<file path="config.mk">
export PLATFORM = sky130hd
export DESIGN_NAME = wmpm_fifo
export DESIGN_NICKNAME = d
export VERILOG_FILES = /design/src/hdl/wildcard_multi_pattern_matcher_defines.svh /design/src/hdl/wmpm_fifo.sv
export SDC_FILE = /design/constraint.sdc
export NUM_CORES = 1
export LEC_CHECK = 0
export BUFFER_PORTS_ARGS = -buffer_cell sky130_fd_sc_hd__buf_4
export CORE_MARGIN = 1
export CORE_UTILIZATION = 45
export CTS_BUF_LIST = sky130_fd_sc_hd__clkbuf_8
export CTS_CLUSTER_DIAMETER = 200
export DETAILED_ROUTE_END_ITERATION = 8
export PLACE_DENSITY_LB_ADDON = 0.12
export SLEW_MARGIN = 0
export SYNTH_ARGS = -nofsm -noshare
export SYNTH_HDL_FRONTEND = slang
export SYNTH_SLANG_ARGS = --single-unit
</file>
<file path="constraint.sdc">
create_clock -name clock -period 2.9 [get_ports clock]
set_clock_uncertainty 0.05 [all_clocks]
set_input_delay 0.58 -clock clock [delete_from_list [all_inputs] [get_ports clock]]
set_output_delay 0.58 -clock clock [all_outputs]
set_load 0.1 [all_outputs]
</file>
<file path="src/hdl/wildcard_multi_pattern_matcher_defines.svh">
// ----------------------------------------------------------------------------
// Wildcard multi-pattern matcher: assertion macros
// Shared concurrent assertion forms used by the matcher RTL.
// ----------------------------------------------------------------------------
`ifndef WILDCARD_MULTI_PATTERN_MATCHER_DEFINES_SVH
`define WILDCARD_MULTI_PATTERN_MATCHER_DEFINES_SVH

// Same-cycle implication, disabled during reset.
`define WMPM_ASSERT(label, clk, rst, ante, cons, msg) \
   label: assert property (@(posedge clk) disable iff (rst) (ante) |-> (cons)) \
      else $error(msg);

// Next-cycle implication, disabled during reset.
`define WMPM_ASSERT_NEXT(label, clk, rst, ante, cons, msg) \
   label: assert property (@(posedge clk) disable iff (rst) (ante) |=> (cons)) \
      else $error(msg);

`endif

</file>
<file path="src/hdl/wmpm_fifo.sv">
// ----------------------------------------------------------------------------
// Matcher queue
// Small synchronous first-in first-out queue built from flip-flops.
// ----------------------------------------------------------------------------
`timescale 1ns / 1ps

module wmpm_fifo #(
   parameter int WIDTH = 8,
   parameter int DEPTH = 4
) (
   input  logic             clock,
   input  logic             reset,
   input  logic             push,
   input  logic [WIDTH-1:0] wr_data,
   output logic             full,
   input  logic             pop,
   output logic [WIDTH-1:0] rd_data,
   output logic             empty
);

   localparam int AW = (DEPTH > 1) ? $clog2(DEPTH) : 1;

   logic [WIDTH-1:0] slot_ff [DEPTH];
   logic [AW-1:0]    wr_ptr_ff, wr_ptr_in;
   logic [AW-1:0]    rd_ptr_ff, rd_ptr_in;
   logic [AW:0]      count_ff, count_in;
   logic             do_push, do_pop;

   assign full    = (count_ff == (AW+1)'(DEPTH));
   assign empty   = (count_ff == '0);
   assign do_push = push && !full;
   assign do_pop  = pop && !empty;
   assign rd_data = slot_ff[rd_ptr_ff];

   always_comb begin
      wr_ptr_in = wr_ptr_ff;
      rd_ptr_in = rd_ptr_ff;
      count_in  = count_ff;
      if (do_push) begin
         wr_ptr_in = (wr_ptr_ff == AW'(DEPTH - 1)) ? '0 : wr_ptr_ff + AW'(1);
      end
      if (do_pop) begin
         rd_ptr_in = (rd_ptr_ff == AW'(DEPTH - 1)) ? '0 : rd_ptr_ff + AW'(1);
      end
      if (do_push && !do_pop) begin
         count_in = count_ff + (AW+1)'(1);
      end else if (do_pop && !do_push) begin
         count_in = count_ff - (AW+1)'(1);
      end
   end

   always_ff @(posedge clock) begin
      if (reset) begin
         wr_ptr_ff <= '0;
         rd_ptr_ff <= '0;
         count_ff  <= '0;
      end else begin
         wr_ptr_ff <= wr_ptr_in;
         rd_ptr_ff <= rd_ptr_in;
         count_ff  <= count_in;
      end
   end

   always_ff @(posedge clock) begin
      if (do_push) begin
         slot_ff[wr_ptr_ff] <= wr_data;
      end
   end

endmodule

</file>
# Word level (Yosys, flattened, before mapping)
# Memory sizes are Yosys's and may differ from the RTL's. A register that Yosys moved wholly into a read port is not among the register bits.
# Cells that the tools add are included.
# word_totals
register_bits	7
latch_bits	0
ram_bits	32
mem_bits_ro	0
input_bits	12
output_inout_bits	10
n_memories	1
# mem_list
name	depth	word_bits	read_ports	rd_clocked_by_memory_dff	wr	line	rtl
slot_ff	4	8	1	1	1	wmpm_fifo.sv:23	logic [WIDTH-1:0] slot_ff [DEPTH];
# classes
addsub	4
mul	0
div_mod_pow	0
n_lt_le_gt_ge	0
n_eq_ne	3
shifts	0
mux	8
bitwise	0
reduce_logical	10
# op_table
cell	count
2-bit two-way mux	4
3-bit two-way mux	2
2-bit by 1-bit adder with 2-bit output, second input constant	2
2-bit equality test, second input constant	2
1-bit logical AND	4
1-bit logical NOT	4
3-bit by 1-bit adder with 3-bit output, second input constant	1
3-bit equality test, second input constant	1
3-bit logical NOT	1
3-bit by 1-bit subtractor with 3-bit output, second input constant	1
1-bit two-way mux	2
2-bit nonzero test	1

# Depth between registers and ports, before layout
# logic_depth
depth_word	7
depth_mapped	10
ltp_nobuf	9

# Worst setup path after synthesis
# No wires, ideal clock.
# synth_timing
kind	flip-flop to output port
start	register count_ff[0]
end	output port empty
t_arrival_ns	2.439
required_ns	2.270
path_slack_ns	-0.169
stages_incl_launch_ff	2
n_path_buf	0
path_cell_list	dfxtp_1 > nor3_1
# synth_between
elab_chain_cells	1
# synth_lines
item	line	rtl
start, declared	wmpm_fifo.sv:26	logic [AW:0] count_ff, count_in;
start signal, assigned	wmpm_fifo.sv:60	count_ff <= count_in;
3-bit logical NOT	wmpm_fifo.sv:30	assign empty = (count_ff == '0);
end, declared	wmpm_fifo.sv:18	output logic empty
# No other way between the ends.

# Worst setup path in the final report
# layout_timing
start	register count_ff[0]
end	register count_ff[2]
# layout_between
elab_chain_cells	6
word_cells_on_any_way	15
# layout_lines
item	line	rtl
3-bit equality test *	wmpm_fifo.sv:29	assign full = (count_ff == (AW+1)'(DEPTH));
1-bit logical NOT *	wmpm_fifo.sv:31	assign do_push = push && !full;
1-bit logical AND *	wmpm_fifo.sv:31	
net do_push	wmpm_fifo.sv:27	logic do_push, do_pop;
1-bit logical NOT	wmpm_fifo.sv:47	end else if (do_pop && !do_push) begin
1-bit logical AND	wmpm_fifo.sv:47	
2-bit nonzero test (no line)	n/a	
# Mark *: on every way through the listed nets, which the timed path passes. The rest lies on a longest branch. The select of a mux whose other input is x is not followed.
# A chain may end at the register's enable or synchronous reset.

==> flow_summary.ini <==
[outcome]
outcome = completed

[hold_path]
hold_path_class = in -> reg

[clock_tree]
post_cts_buffers = 0
clock-sinks = 41
path_clk_slew_ns = 0.08
insertion_delay_ns = 0.28
clockBufferDepth = 2
cts_tree = built
postCtsHoldBufs = 0
cts_made_buffers = 5
cts_max_level = 2
cts_resized = 0
root_buffer = clkbuf_8

[sta]
fmax_ghz = 0.414
slew-limit-headroom = 0.635
finalHoldViolations = 0
tns_ns = 0
hold_ws_ns = 0.442
rsz0062_at_grt = no
fin_crit_sh = 0.834
worst_slew_pin_slew_ns = 0.547
slew_viol_final = 0
setup_viol = 0
min_period_ns = 2.42

[power]
powerDensity_mw_per_mm2 = 1020
ir_drop_uv = 641
cellLeakagePower_nw = 0.713

[routing]
firstDrtPassIters = 2
vias_per_cell = 5.14
drtIter0Drc = 9
avgRoutedWirePerCell_um = 14.8
ant_nets = 0
drc = 0
routed_wl_um = 2410
vias = 838

[floorplan]
die_x_um = 62.5
pin_count = 22
die_h_um = 62.5
die_area_mm2 = 0.00390
core-area_mm2 = 0.00342
row_count = 21
start_util = 0.482

[worst_setup_path]
path_buf_inv = 2
crit_chain = or3b_1, clkinv_4, nor2_2, ha_1, inv_1, fa_1, xor2_1, or3_2, a21oi_1
required_ns = 3.07
crit_family = simple AND/OR/NAND/NOR gates
start_kind = flip-flop
path_class = reg -> reg
cp.arrival_ns = 2.59
cpPeakStageDelay_ns = 0.45
cpMaxStageDelayCell = dfxtp_1
end_kind = flip-flop
crit_fanout = 7

[synth]
synth_nets = 111
ys_seq_elements = 41
syn_area_mm2 = 0.00165
synth_cell_types = 26
syn-instance-count = 92
ys.warnings.count = 0
synth_area_per_cell_um2 = 17.9
yosysSeqAreaShare = 0.694

[grt]
grt_pass1_wl_um = 4080
grt_pass1_vias = 844
grt.total_usage = 0.148
grt_max_degree = 14
grt.overflow.total = 0
antenna_found_initial = 0

[cells_and_area]
stdcell_count = 163
drive_above_1_share = 0.393
stdcell_area_mm2 = 0.00194
nets = 135
area_delta_synth_final_pct = 17.6
post-route-util = 0.567
antenna_cells = 0

[place]
dpl-instance-area_mm2 = 0.00184
hpwl_um = 1720
io_buffer_count = 21
placedCellCount = 155
globalplace.congestion = 0.733

[run]
drv_cap = 0
==> synthesized netlist by cell type (all sizes together) <==
| library cell | count | area, µm² |
|---|---|---|
| xor2 | 2 | 17.5 |
| or3b | 1 | 8.76 |
| nor2 | 4 | 17.5 |
| dfxtp | 9 | 180 |
| nor3 | 2 | 10.0 |
| clkbuf | 1 | 3.75 |
| o31ai | 2 | 25.0 |
| fa | 1 | 20.0 |
| edfxtp | 32 | 961 |
| mux4 | 8 | 180 |
| ha | 6 | 75.1 |
| mux2i | 2 | 20.0 |
| inv | 4 | 15.0 |
| nand3 | 2 | 10.0 |
| buf | 3 | 20.0 |
| a21oi | 3 | 15.0 |
| nand2 | 1 | 3.75 |
| clkinv | 1 | 8.76 |
| or3 | 2 | 13.8 |
| and3 | 4 | 30.0 |
| o21ai | 2 | 10.0 |
==> metrics by stage <==
| stage | total power, mW | setup slack, ns |
|---|---|---|
| after CTS | 1.99 | 0.419 |
| after global placement | 1.61 | 0.560 |
| after detailed placement | 1.62 | 0.459 |
| after floorplan | 1.47 | 0.465 |
| final | 1.97 | 0.482 |
| after global routing | 2.07 | 0.329 |
==> path summary, 6_finish.rpt <==
| kind | end | slack (ns) | start | cells past startpoint |
|---|---|---|---|---|
| max | count_ff[2] | 0.48 | count_ff[0] | 9 |
| min | slot_ff[0][1] | 0.44 | wr_data[1] | 1 |
| max reg2reg | count_ff[2] | 0.48 | count_ff[0] | 9 |
| min reg2reg | rd_ptr_ff[0] | 0.45 | rd_ptr_ff[0] | 2 |
==> power breakdown <==
group / internal [mW] / switching (mW) / total, mW
Combinational: 0.231 / 0.579 / 0.810
Sequential: 0.717 / 0.0715 / 0.788
Clock: 0.190 / 0.177 / 0.367
==> cells in the final DEF, fill, tap and decap left out, types with 2 or more instances in the layout <==
master,n
clkbuf_8,6
ha_1,6
o31ai_2,2
buf_4,21
xor2_1,2
nand3_1,2
nor2_1,3
inv_1,5
and3_2,4
a21oi_1,3
mux4_2,8
dfxtp_1,9
mux2i_1,2
edfxtp_1,32
==> logic make-up after synthesis <==
kind of cell | count (synthesis) | synth area share
flops | 41 | 0.694
buf+inv | 9 | 0.0289
mux | 10 | 0.122
simple gates | 16 | 0.0570
compound gates | 7 | 0.0304
xor+xnor | 2 | 0.0106
fa+ha+maj | 7 | 0.0578
==> registers in the layout, summed over array words and instances (netlist names), named ones only <==
name / count
slot_ff: 32
count_ff: 3
rd_ptr_ff: 2
wr_ptr_ff: 2
==> layer usage <==
metal / share of wire / GRT usage / vias up
li1: - / - / 402
met1: 0.42 / 0.169 / 411
met2: 0.53 / 0.249 / 21
met3: 0.047 / 0.0566 / 4
met4: 0.010 / 0.0610 / 0
met5: 0 / 0 / -
==> cell type report <==
| class | instances | area [µm²] |
|---|---|---|
| clock buffer | 6 | 82.6 |
| clock inverter | 2 | 11.3 |
| fill | 290 | 1480 |
| inverter | 5 | 23.8 |
| multi-input combinational | 42 | 462 |
| sequential | 41 | 1140 |
| tap | 46 | 57.6 |
| timing repair buffer | 21 | 158 |
Note: power is estimated with default switching activity, not from simulation.
