--- src/hdl/wildcard_multi_pattern_matcher_defines.svh ---
// ----------------------------------------------------------------------------
// Wildcard multi-pattern matcher: assertion macros
// Shared concurrent assertion forms used by the matcher RTL.
// ----------------------------------------------------------------------------
`ifndef WILDCARD_MULTI_PATTERN_MATCHER_DEFINES_SVH
`define WILDCARD_MULTI_PATTERN_MATCHER_DEFINES_SVH

// Same-cycle implication, disabled during reset.
`define WMPM_ASSERT(label, clk, rst, ante, cons, msg) \
   label: assert property (@(posedge clk) disable iff (rst) (ante) |-> (cons)) \
      else $error(msg);

// Next-cycle implication, disabled during reset.
`define WMPM_ASSERT_NEXT(label, clk, rst, ante, cons, msg) \
   label: assert property (@(posedge clk) disable iff (rst) (ante) |=> (cons)) \
      else $error(msg);

`endif

--- src/hdl/wmpm_pkg.sv ---
// ----------------------------------------------------------------------------
// Wildcard multi-pattern matcher package
// Shared types and fixed constants of the matcher.
// ----------------------------------------------------------------------------
`timescale 1ns / 1ps

package wmpm_pkg;

   localparam int SYM_W      = 8;
   localparam int PNUM_W     = 7;
   localparam int RESULT_CAP = 16;
   localparam int CAP_W      = 5;
   localparam logic [SYM_W-1:0] SKIP_RESET = 8'd63;

   typedef struct packed {
      logic             func;
      logic [SYM_W-1:0] symbol;
      logic             last;
      logic             first;
   } item_type;

   // Classified command handed from the front end to the engine.
   typedef struct packed {
      logic             valid;
      logic             is_text;
      logic             restart;
      logic             close;
      logic [SYM_W-1:0] symbol;
   } cmd_type;

endpackage

--- src/hdl/wmpm_fifo.sv ---
// ----------------------------------------------------------------------------
// Matcher queue
// Small synchronous first-in first-out queue built from flip-flops.
// ----------------------------------------------------------------------------
`timescale 1ns / 1ps

module wmpm_fifo #(
   parameter int WIDTH = 8,
   parameter int DEPTH = 4
) (
   input  logic             clock,
   input  logic             reset,
   input  logic             push,
   input  logic [WIDTH-1:0] wr_data,
   output logic             full,
   input  logic             pop,
   output logic [WIDTH-1:0] rd_data,
   output logic             empty
);

   localparam int AW = (DEPTH > 1) ? $clog2(DEPTH) : 1;

   logic [WIDTH-1:0] slot_ff [DEPTH];
   logic [AW-1:0]    wr_ptr_ff, wr_ptr_in;
   logic [AW-1:0]    rd_ptr_ff, rd_ptr_in;
   logic [AW:0]      count_ff, count_in;
   logic             do_push, do_pop;

   assign full    = (count_ff == (AW+1)'(DEPTH));
   assign empty   = (count_ff == '0);
   assign do_push = push && !full;
   assign do_pop  = pop && !empty;
   assign rd_data = slot_ff[rd_ptr_ff];

   always_comb begin
      wr_ptr_in = wr_ptr_ff;
      rd_ptr_in = rd_ptr_ff;
      count_in  = count_ff;
      if (do_push) begin
         wr_ptr_in = (wr_ptr_ff == AW'(DEPTH - 1)) ? '0 : wr_ptr_ff + AW'(1);
      end
      if (do_pop) begin
         rd_ptr_in = (rd_ptr_ff == AW'(DEPTH - 1)) ? '0 : rd_ptr_ff + AW'(1);
      end
      if (do_push && !do_pop) begin
         count_in = count_ff + (AW+1)'(1);
      end else if (do_pop && !do_push) begin
         count_in = count_ff - (AW+1)'(1);
      end
   end

   always_ff @(posedge clock) begin
      if (reset) begin
         wr_ptr_ff <= '0;
         rd_ptr_ff <= '0;
         count_ff  <= '0;
      end else begin
         wr_ptr_ff <= wr_ptr_in;
         rd_ptr_ff <= rd_ptr_in;
         count_ff  <= count_in;
      end
   end

   always_ff @(posedge clock) begin
      if (do_push) begin
         slot_ff[wr_ptr_ff] <= wr_data;
      end
   end

endmodule

--- src/hdl/wmpm_front.sv ---
// ----------------------------------------------------------------------------
// Matcher front end
// Accepts input beats into a short queue and classifies the oldest one.
// ----------------------------------------------------------------------------
`timescale 1ns / 1ps

module wmpm_front
   import wmpm_pkg::*;
(
   input  logic             clock,
   input  logic             reset,
   input  logic             req_push,
   output logic             req_full,
   input  logic             req_func,
   input  logic [SYM_W-1:0] req_symbol,
   input  logic             req_last,
   input  logic             req_first,
   output cmd_type          cmd,
   input  logic             cmd_pop
);

   item_type in_item;
   item_type head;
   logic     q_empty;

   assign in_item = '{func: req_func, symbol: req_symbol, last: req_last, first: req_first};

   wmpm_fifo #(
      .WIDTH ($bits(item_type)),
      .DEPTH (4)
   ) u_queue (
      .clock   (clock),
      .reset   (reset),
      .push    (req_push),
      .wr_data (in_item),
      .full    (req_full),
      .pop     (cmd_pop),
      .rd_data (head),
      .empty   (q_empty)
   );

   // The restart flag only means something on text beats, the close flag only
   // on pattern beats.
   always_comb begin
      cmd.valid   = !q_empty;
      cmd.is_text = head.func;
      cmd.restart = head.func && head.first;
      cmd.close   = !head.func && head.last;
      cmd.symbol  = head.symbol;
   end

endmodule

--- config.mk ---
export PLATFORM = sky130hd
export DESIGN_NAME = wmpm_front
export DESIGN_NICKNAME = d
export VERILOG_FILES = /design/src/hdl/wildcard_multi_pattern_matcher_defines.svh /design/src/hdl/wmpm_pkg.sv /design/src/hdl/wmpm_fifo.sv /design/src/hdl/wmpm_front.sv
export SDC_FILE = /design/constraint.sdc
export NUM_CORES = 1
export LEC_CHECK = 0
export BUFFER_PORTS_ARGS = -buffer_cell sky130_fd_sc_hd__buf_2
export CAP_MARGIN = 20
export CORE_MARGIN = 2
export CORE_UTILIZATION = 45
export DETAILED_ROUTE_END_ITERATION = 6
export PLACE_DENSITY = 0.75
export SETUP_SLACK_MARGIN = 0.05
export SLEW_MARGIN = 20
export SYNTH_ARGS = -nofsm -noshare
export SYNTH_HDL_FRONTEND = slang
export SYNTH_SLANG_ARGS = --single-unit
--- constraint.sdc ---
create_clock -name clock -period 4.9 [get_ports clock]
set_input_delay 0.49 -clock clock [delete_from_list [all_inputs] [get_ports clock]]
set_output_delay 0.49 -clock clock [all_outputs]
set_load 0.02 [all_outputs]
==> Word level (Yosys, flattened, before mapping) <==
Memory sizes are Yosys's and may differ from the RTL's. A register that Yosys moved wholly into a read port is not among the register bits.
Index checks and enable logic that the tools add are counted.
{ "classes": {"add_sub_neg": 4, "n_eq_ne": 3, "muxes": 8, "reduce_logical": 13} }
{ "op_table": {"columns": ["operator", "count"], "rows": [
  ["2-to-1 mux 2 bit", 4],
  ["logical AND 1 bit", 6],
  ["2-to-1 mux 3 bit", 2],
  ["logical NOT 1 bit", 5],
  ["adder 2 x 1 -> 2 bit (second input constant)", 2],
  ["equality test 2 bit (second input constant)", 2],
  ["adder 3 x 1 -> 3 bit (second input constant)", 1],
  ["equality test 3 bit (second input constant)", 1],
  ["logical NOT 3 bit", 1],
  ["subtractor 3 x 1 -> 3 bit (second input constant)", 1],
  ["2-to-1 mux 1 bit", 2],
  ["nonzero test 2 bit", 1]
]} }
{ "totals": {"regBits": 7, "ramBits": 44, "inputBits": 15, "out_inout_bits": 13, "wordCells": 32, "mem_count": 1} }
{ "memory_table": {"columns": ["memory", "depth", "width", "rd", "rd_clocked_by_memory_dff", "write_ports", "line", "source"], "rows": [
  ["u_queue.slot_ff", 4, 11, 1, 1, 1, "wmpm_fifo.sv:23", "logic [WIDTH-1:0] slot_ff [DEPTH];"]
]} }

==> Longest topological paths before layout <==
Gate-level depths: netlist of the first run.
{ "logic_depth": {"ltp_word": 7, "ltp_mapped": 10, "mapped_depth_nobuf": 9} }

==> By module <==
A second synthesis of the first run with hierarchy kept.
{ "hier_totals": {"cells_unflattened": 110, "hier_area_um2": 2093.3} }
{ "modules_own_cells": {"columns": ["mod", "instances", "cells_per_inst", "area_per_inst_um2", "seq_area_each_um2"], "rows": [
  ["wmpm_fifo", 1, 107, 2073.2, 1501.4],
  ["wmpm_front", 1, 3, 20.0, 0.0]
]} }

==> Worst setup path after synthesis of the first run <==
OpenSTA, ideal clock, no wires.
{ "synth_path": {"path_kind": "register -> register", "startpoint": "register u_queue.count_ff[0]", "endpoint": "register u_queue.count_ff[2]", "setup_time_ps": 70, "arrival_time_ps": 2009, "required_time_ps": 4830, "path_slack_ps": 2821, "path_stages_with_launch": 11, "n_path_buf": 1, "period_less_slack_ps": 2079, "path_cell_list": "dfxtp_1 -> or3b_1 -> buf_6 -> clkinv_4 -> nor2_2 -> ha_1 -> inv_1 -> fa_1 -> xor2_1 -> or3_1 -> a21oi_1"} }
{ "synth_between": {"elab_chain_len": 6, "elab_cells_between_ends": 15, "cone_classes": "2 x add/sub; 1 x eq/ne; 2 x mux; 10 x reduce/logical"} }
{ "synth_lines": {"columns": ["element", "line", "source"], "rows": [
  ["from (decl)", "wmpm_fifo.sv:26", "logic [AW:0] count_ff, count_in;"],
  ["from (signal assigned)", "wmpm_fifo.sv:60", "count_ff <= count_in;"],
  ["equality test 3 bit (*)", "wmpm_fifo.sv:29", "assign full = (count_ff == (AW+1)'(DEPTH));"],
  ["net req_full", "wmpm_front.sv:13", "output logic req_full,"],
  ["logical NOT 1 bit (*)", "wmpm_fifo.sv:31", "assign do_push = push && !full;"],
  ["logical AND 1 bit (*)", "wmpm_fifo.sv:31", null],
  ["net u_queue.do_push", "wmpm_fifo.sv:27", "logic do_push, do_pop;"],
  ["logical NOT 1 bit", "wmpm_fifo.sv:47", "end else if (do_pop && !do_push) begin"],
  ["logical AND 1 bit", "wmpm_fifo.sv:47", null],
  ["nonzero test 2 bit (no line)", null, null]
]} }
The timed path passes the listed nets; every way through them passes the cells marked *. The select of a mux whose other input is x is not followed.
A chain may end at the register's enable or synchronous reset.

==> flow_summary.toml, run 1 <==
[power_and_ir_drop]
leakage_nw = 0.8718
pwr_density_cell_nw_per_um2 = 500.3
max-vdd-ir-drop_v = 0.0002133

[drt]
firstDrtPassIters = 4
drt_wl_total_mm = 3.204
vias = 1025
postRouteAntennaNets = 0
vias_per_cell = 5.339
drt-initial-drc-count = 52
wire_per_inst_um = 16.69
drc = 0

[logic_synthesis]
synth_seq_cells = 53
ys_types = 27
async_flop_share = 0
synth_cells = 109
synth_top_family_by_area = "multiplexers"
yosysTopAreaCell = "edfxtp_1"
synth-simple-area-share = 0.04821
synth-xor-area-share = 0.008333
ys_warn_count = 0
synth_area_um2 = 2102
syn-num-nets = 131
synthFlopType = "edfxtp_1"
yosysSeqAreaShare = 0.7143
postSynthAreaPerCell_um2 = 19.28
muxShareOfSynthArea = 0.1274
synthAdderAreaFrac = 0.04524
synth_edf_count = 44
synth_top_cells_by_area = "edfxtp_1 (63%), mux4_2 (12%), dfxtp_1 (8.6%)"
yosysTopAreaCellShare = 0.6286
synth_compound_area_frac = 0.02381

[cells_and_area]
n_antenna_cell = 0
final_cell_area_um2 = 2387
final_util = 0.5408
finalNetCount = 161
drive_above_1_share = 0.3571
syn_to_final_growth_pct = 13.57

[clock_tree]
cts.sinks = 53
htreeDepth = 2
ctsHoldBuffers = 0
cts.reportedPaths.clkPinSlew_ns = 0.09
post_cts_buffers = 0
clk_latency_ns = 0.30
cts.repair.resized = 0
cts_made_buffers = 5
cts_root_buf = "clkbuf_8"
cts_tree = "built"
cts_max_path_buffers = 2

[timing]
worst_pin_slew_ns = 0.7447
skew_ns = 0.007508
hold_viol_final = 0
slew_viol_final = 0
setup_viol = 0
fin_crit_ns = 2.532
fmax_mhz = 394.9
post-route-period-util = 0.5168
finalSetupTns_ns = 0
slew_headroom = 0.5029
grt_setup_unrepaired = "no"

[global_route]
grt_pass1_wl_mm = 5.126
antenna_found_initial = 0
grt_pass1_vias = 1114
grtUsageTotal = 0.1341
grt_max_degree = 16
overflow = 0
met2_usage = 0.2446
use_met3 = 0.04583
grtUsageMet1 = 0.1476
top_usage_layer = "met2"

[critical_path]
start_kind = "flip-flop"
critPathMaxFanout = 11
crit_buf_inv = 1
crit_type = "reg2out"
cp.required_ns = 4.41
worstPathCellList = "mux4_2 > nor2b_1 > buf_2"
worst_setup_path_end_kind = "primary output"
slowest_delay_ns = 0.81
crit_family = "flip-flops"
arrival_ns = 2.04
cpMaxStageDelayCell = "dfxtp_1"

[flow_run]
cap_violations = 0

[floorplan]
die_y_um = 72.35
start_util = 0.4762
ios = 28
die_w_um = 72.35
rows = 24
fp.dieArea_um2 = 5234
core-area_um2 = 4414

[status]
status = "completed"

[placement]
numPortBuffers = 27
gp_congestion = 0.7485
dpl.hpwl_mm = 2.207
dpl_cell_area_um2 = 2271

[min_path]
min_path_type = "in2reg"
## logic make-up after synthesis
family | Yosys count
AOI/OAI and AO/OA | 7
adders and majority gates | 7
and+or+nand+nor | 18
xor gates and xnor gates | 2
buffers and inverters | 9
DFF | 53
muxes | 13
## per-stage QoR
| stage | setup slack, ns | std cells | hold slack, ns | total power (W) |
|---|---|---|---|---|
| 6_report | 2.368 | 192 | 0.4006 | 0.001194 |
| 5_1_grt | 2.187 | 192 | 0.3881 | 0.001257 |
| 4_1_cts | 2.283 | 192 | 0.3928 | 0.001212 |
| 3_5_place_dp | 2.596 | 184 | 0.5097 | 0.0009132 |
| 3_3_place_gp | 2.684 | 184 | 0.4754 | 0.0008972 |
| 2_1_floorplan | 2.821 | 109 | 0.4634 | 0.0008313 |
## worst register-to-register path, stage by stage, from the launching register on
cell and delay (ns):
dfxtp_1 0.45, or3b_1 0.31, clkinv_4 0.09, nor2_2 0.13, ha_1 0.21, inv_1 0.07
fa_1 0.37, xor2_1 0.16, or3_1 0.30, a21oi_1 0.16
## routing by layer
layer / vias up / share of wire
li1: 483 / -
met1: 516 / 0.39
met2: 23 / 0.54
met3: 3 / 0.061
met4: 0 / 0.010
met5: - / 0
## synth_stat cells, types with 2 or more instances
master,number
nor2_1,3
and3_1,4
nand3_1,2
mux2i_1,2
a21oi_1,3
mux4_2,11
xor2_1,2
buf_6,2
o31ai_2,2
dfxtp_1,9
or3_1,3
inv_1,3
edfxtp_1,44
ha_1,6
## cells in the final DEF (no fill, tap or decap)
| master | instances |
|---|---|
| o21ai_1 | 1 |
| buf_2 | 27 |
| bufinv_8 | 1 |
| nor2_2 | 1 |
| edfxtp_1 | 44 |
| and2_1 | 1 |
| and3_1 | 4 |
| fa_1 | 1 |
| a21oi_1 | 3 |
| nor3_1 | 1 |
| or3_1 | 3 |
| o21ai_0 | 1 |
| mux2i_1 | 2 |
| o31ai_2 | 2 |
| nor2_1 | 3 |
| nand2_1 | 1 |
| mux4_2 | 11 |
| nand3_1 | 2 |
| clkbuf_8 | 6 |
| clkinv_4 | 1 |
| nor2b_1 | 1 |
| bufinv_16 | 1 |
| ha_1 | 6 |
| inv_1 | 3 |
| or3b_1 | 1 |
| xor2_1 | 2 |
| clkbuf_1 | 1 |
| dfxtp_1 | 9 |
## layout make-up
| class | instances | area, um2 |
|---|---|---|
| clock buffer | 7 | 86.33 |
| inverter | 5 | 37.54 |
| multi-input combinational | 47 | 531.8 |
| tap | 52 | 65.06 |
| timing repair buffer | 27 | 135.1 |
| clock inverter | 1 | 30.03 |
| sequential | 53 | 1501 |
| fill | 356 | 2027 |
## report_power, final
part | switching (W) | internal (W) | leakage, nW
Sequential | 0.0000497 | 0.000548 | 0.477
Combinational | 0.000159 | 0.000139 | 0.336
Clock | 0.000132 | 0.000167 | 0.0585
## flip-flops by register name, summed over array words and instances, names as in the netlist, named ones only
signal / flops
u_queue.slot_ff: 44
u_queue.wr_ptr_ff: 2
u_queue.count_ff: 3
u_queue.rd_ptr_ff: 2
## worst paths after layout
kind,from,end,slack [ns],cells past startpoint
worst max-delay path,flip-flop,cmd[8],2.37,3
worst min-delay path,req_last,u_queue.slot_ff[3][1],0.40,1
worst max register to register,u_queue.count_ff[0],u_queue.count_ff[2],2.59,9
worst min register to register,u_queue.rd_ptr_ff[0],flip-flop,0.52,2
Power figures use the tool's default switching activity.
==> run 2: changes to the inputs <==
ABC_AREA = 1   (was unset)
PLACE_DENSITY = 0.77   (was 0.75)
clock period = 2.1 ns   (was 4.9 ns; I/O delays follow)
==> run 2 against run 1 <==
Compared with the run above: final cell count is 48% higher; wire length grew 12%; power rose to 2.6 times the previous value; worst hold slack lost 0.34 ns; critical path depth increased by 10; critical endpoint is now u_queue.count_ff[2]; largest cell class unchanged.
==> flow_summary.toml, run 2 <==
[timing]
post-route-period-util = 0.8883
slew_headroom = 0.7735
grt_setup_unrepaired = "no"
setup_ws_ns = 0.2346
hold_viol_final = 0
skew_ns = 0.007090
fmax_mhz = 536.1
slew_viol_final = 0
finalSetupTns_ns = 0
fin_crit_ns = 1.865
worst_pin_slew_ns = 0.3393
setup_viol = 0

[drt]
drt_wl_total_mm = 3.588
drc = 0
wire_per_inst_um = 12.63
vias_per_cell = 4.884
firstDrtPassIters = 4
vias = 1387
drt-initial-drc-count = 64
postRouteAntennaNets = 0

[floorplan]
fp.dieArea_um2 = 5393
start_util = 0.4624
core-area_um2 = 4692
rows = 25
ios = 28
die_w_um = 73.44
die_y_um = 73.44

[clock_tree]
cts_tree = "built"
htreeDepth = 2
cts_made_buffers = 5
ctsHoldBuffers = 0
post_cts_buffers = 0
cts_max_path_buffers = 2
cts.reportedPaths.clkPinSlew_ns = 0.10
cts_root_buf = "clkbuf_8"
clk_latency_ns = 0.31
cts.repair.resized = 0
cts.sinks = 53

[cells_and_area]
n_antenna_cell = 0
reg.largest.list = "u_queue.slot_ff x44, u_queue.count_ff x3"
largest_register = "u_queue.slot_ff"
largest_reg_flops = 44
finalNetCount = 251
drive_above_1_share = 0.2000
layout_commonest_cell = "edfxtp_1"
final_cell_mix = "edfxtp_1 (44), nand2_1 (36), nor2_1 (35)"
syn_to_final_growth_pct = 16.15
final_cells = 284

[flow_run]
cap_violations = 0

[global_route]
antenna_found_initial = 0
grt_pass1_vias = 1335
grt_pass1_wl_mm = 5.858
overflow = 0
grtUsageTotal = 0.1493
grt_max_degree = 22

[logic_synthesis]
synth_cells = 192
ys_types = 19
yosysSeqAreaShare = 0.6920
yosysTopAreaCellShare = 0.6090
yosysTopAreaCell = "edfxtp_1"
synth_seq_cells = 53
synth_common_cells = "edfxtp_1 (44), nand2_1 (37), nor2_1 (35)"
ys_warn_count = 0
yosysMostFrequentCell = "edfxtp_1"
synth_edf_count = 44
postSynthAreaPerCell_um2 = 11.30
synthFlopType = "edfxtp_1"
synth_top_cells_by_area = "edfxtp_1 (61%), dfxtp_1 (8.3%), nand2_1 (6.4%)"
synth_area_um2 = 2170
async_flop_share = 0
syn-num-nets = 214

[critical_path]
critPathMaxFanout = 7
crit_type = "reg2reg"
r2r_cells = 13
start_kind = "flip-flop"
arrival_ns = 2.09
cp.required_ns = 2.32
worst_setup_path_end_kind = "flip-flop"

[power_and_ir_drop]
intPower_w = 0.002032
pwr_density_cell_nw_per_um2 = 1255
switchingPower_w = 0.001131
clkPwrFrac = 0.224
p_seq_frac = 0.430
power_frac_comb = 0.346
leakage_nw = 1.055
max-vdd-ir-drop_v = 0.0006333
p_sw_frac = 0.3575

[placement]
numPortBuffers = 27
dp_slack_ns = 0.2098
dpl.hpwl_mm = 2.399
gp_congestion = 0.7130
placedCellCount = 276

[min_path]
holdPathStages = 2
min_path_type = "in2reg"

[status]
status = "completed"
[run 2: cell count changes after synthesis, sizes merged, moves of 3 or more]
| cell | change |
|---|---|
| and3 | -4 |
| inv | +18 |
| mux4 | -11 |
| nand2 | +36 |
| nor2 | +31 |
| o21ai | +15 |
| o22ai | +8 |
| or3 | -3 |
[run 2: worst paths after layout]
path	from	end	slack [ns]
max	u_queue.count_ff[0]	u_queue.count_ff[2]	0.23
max reg2reg	u_queue.count_ff[0]	u_queue.count_ff[2]	0.23
min	reset	u_queue.count_ff[0]	0.06
min reg2reg	u_queue.count_ff[1]	u_queue.count_ff[1]	0.54
[run 2: cell families (layout without fill, tap and decap cells)]
| group | after synthesis | count (layout) | share of synthesized area |
|---|---|---|---|
| AND/OR/NAND/NOR | 78 | 78 | 0.1413 |
| flip-flops | 53 | 53 | 0.6920 |
| XOR/XNOR | 1 | 1 | 0.004038 |
| adder cells (fa/ha/maj) | 7 | 7 | 0.04383 |
| buffers and inverters | 26 | 64 | 0.05190 |
| AO/OA/AOI/OAI | 27 | 27 | 0.06690 |
[run 2: metrics by stage]
step / instance area [um2] / total power, W / utilization / hold slack (ns)
2_1_floorplan: 2170 / 0.002151 / - / 0.2824
3_3_place_gp: 2399 / 0.002446 / 0.5112 / 0.3850
3_5_place_dp: 2399 / 0.002486 / 0.5112 / 0.3863
4_1_cts: 2517 / 0.003195 / 0.5365 / 0.04510
5_1_grt: 2520 / 0.003357 / 0.5371 / 0.05344
6_report: 2520 / 0.003163 / 0.5371 / 0.05658
[run 2: area by class of cell]
type	count	area, um2
repair buffers	35	195.2
flip-flops and latches	53	1501
multi-input cells	113	558.0
fillers	384	2172
inverters	21	78.83
clock buffers	5	68.82
clock inverters	3	50.05
well taps	54	67.56
[run 2: critical path: stages (launching register included)]
cell and delay, ns:
dfxtp_1 0.40, nor2_1 0.09, nand2_1 0.14, nand2_2 0.12, inv_1 0.09, ha_1 0.17, inv_1 0.07, fa_1 0.38
inv_1 0.06, nand2_1 0.06, nand3_1 0.07, nand2_1 0.05, inv_1 0.04, nor2_1 0.03
[run 2: power by group through the flow]
| stage | clock, W | sequential [W] | combinational [W] |
|---|---|---|---|
| 6_report | 0.000708 | 0.00136 | 0.00109 |
| 2_1_floorplan | 0 | 0.00138 | 0.000773 |
| 3_5_place_dp | 0 | 0.00138 | 0.00110 |
| 4_1_cts | 0.000727 | 0.00136 | 0.00111 |
| 3_3_place_gp | 0 | 0.00138 | 0.00106 |
| 5_1_grt | 0.000757 | 0.00138 | 0.00122 |
[run 2: per-layer routing]
layer,vias to the layer above,track usage,routed length (um)
met1,624,0.1626,1446
met4,0,0.07071,91
met3,8,0.04252,238
met2,38,0.2663,1811
met5,-,0,0
li1,717,-,-
==> run 3: changes to the inputs <==
CORE_UTILIZATION = 51   (was 45)
PLACE_DENSITY = 0.85   (was 0.77)
==> run 3 against run 2 <==
Compared with the run above: global-route usage grew 0.47 points; non-clock buffer count shrank 2; worst hold slack lost 0.00099 ns; final cell count shrank 2.1%; clock skew shrank 0.0053 ns; utilization grew 7.4 points.
==> flow_summary.toml, run 3 (synthesis results as in run 2) <==
[cells_and_area]
largest_register = "u_queue.slot_ff"
final_cell_area_um2 = 2479
syn_to_final_growth_pct = 14.24
n_antenna_cell = 0
drive_above_1_share = 0.2018
final_cell_mix = "edfxtp_1 (44), nand2_1 (36), nor2_1 (35)"
layout_commonest_cell = "edfxtp_1"
reg.largest.list = "u_queue.slot_ff x44, u_queue.count_ff x3"
largest_reg_flops = 44
finalNetCount = 249

[drt]
firstDrtPassIters = 4
vias_per_cell = 4.928
drt_wl_total_mm = 3.359
drt-initial-drc-count = 50
wire_per_inst_um = 12.08
vias = 1370
postRouteAntennaNets = 0
drc = 0

[critical_path]
critPathMaxFanout = 7
r2r_cells = 9
worstSetupStartpoint = "u_queue.count_ff[0]"
r2r-start = "u_queue.count_ff[0]"
worst_setup_path_end_kind = "flip-flop"
crit_type = "reg2reg"
cpMaxStageDelayCell = "fa_1"
crit_family = "adder cells"
cp.required_ns = 2.31
crit_buf_inv = 2
rrSetupSlack_ns = 0.25
worstPathCellList = "nor2_1 > nand2_1 > nand2_2 > inv_1 > ha_1 > inv_1 > fa_1 > o21ai_0 > nor2_1"
arrival_ns = 2.05
start_kind = "flip-flop"
crit_cells = 9
slowest_delay_ns = 0.41

[power_and_ir_drop]
switchingPower_w = 0.001112
p_seq_frac = 0.458
leakage_nw = 1.027
max-vdd-ir-drop_v = 0.0006768
intPower_w = 0.001902
p_sw_frac = 0.3688
clkPwrFrac = 0.190
power_frac_comb = 0.353
pwr_density_cell_nw_per_um2 = 1216

[timing]
hold_viol_final = 0
skew_ns = 0.001807
finalSetupTns_ns = 0
slew_headroom = 0.7799
fmax_mhz = 541.7
fin_crit_ns = 1.846
fin_hold_ws_ns = 0.05559
setup_viol = 0
slew_viol_final = 0
grt_setup_unrepaired = "no"
post-route-period-util = 0.8791
worst_pin_slew_ns = 0.3296

[min_path]
holdPathStages = 2
min_path_type = "in2reg"
hp-start = "reset"

[global_route]
grt_pass1_wl_mm = 5.623
grt_max_degree = 22
grt_pass1_vias = 1301
grtUsageTotal = 0.1539
overflow = 0
antenna_found_initial = 0

[clock_tree]
cts_tree = "built"
htreeDepth = 2
cts.repair.resized = 0
cts.sinks = 53
cts_root_buf = "clkbuf_8"
ctsHoldBuffers = 0
post_cts_buffers = 0
cts.reportedPaths.clkPinSlew_ns = 0.09
clk_latency_ns = 0.30
cts_made_buffers = 5
cts_max_path_buffers = 2

[floorplan]
fp.dieArea_um2 = 4792
core-area_um2 = 4058
rows = 23
die_y_um = 69.23
start_util = 0.5347
ios = 28
die_w_um = 69.23

[placement]
numPortBuffers = 27
dpl_cell_area_um2 = 2379
dpl.hpwl_mm = 2.194
gp_congestion = 0.7752

[status]
status = "completed"

[flow_run]
cap_violations = 0
==> run 3: worst paths after layout <==
kind / endpoint
setup / recovery: u_queue.count_ff[1]
hold / removal: u_queue.count_ff[0]
setup reg to reg: u_queue.count_ff[1]
hold reg to reg: u_queue.count_ff[1]
==> run 3: power by group through the flow <==
stage / registers [W] / clock network (W) / logic [W]
2_1_floorplan: 0.00138 / 0 / 0.000773
3_3_place_gp: 0.00140 / 0 / 0.00103
3_5_place_dp: 0.00140 / 0 / 0.00106
4_1_cts: 0.00138 / 0.000591 / 0.00106
5_1_grt: 0.00140 / 0.000625 / 0.00121
6_report: 0.00138 / 0.000571 / 0.00106
==> run 3: metal layers <==
metal / track usage / wire, um
met4: 0.08932 / 90
met2: 0.2457 / 1679
met5: 0 / 0
met1: 0.1878 / 1442
met3: 0.04215 / 147
==> run 3: per-stage QoR <==
step                total power, W    util  std cells  setup WS (ns)
global placement          0.002428  0.5862        270         0.3074
global route              0.003230  0.6109        278        0.07851
finish                    0.003014  0.6109        278         0.2540
CTS                       0.003033  0.6096        278         0.1915
floorplan                 0.002151       -        192         0.3353
detailed placement        0.002462  0.5862        270         0.2193
==> run 3: layout make-up <==
type / count / area, um2
well taps: 50 / 62.56
repair buffers: 33 / 180.2
fillers: 304 / 1579
inverters: 21 / 78.83
clock inverters: 3 / 26.28
multi-input cells: 113 / 558.0
flip-flops and latches: 53 / 1504
clock buffers: 5 / 68.82
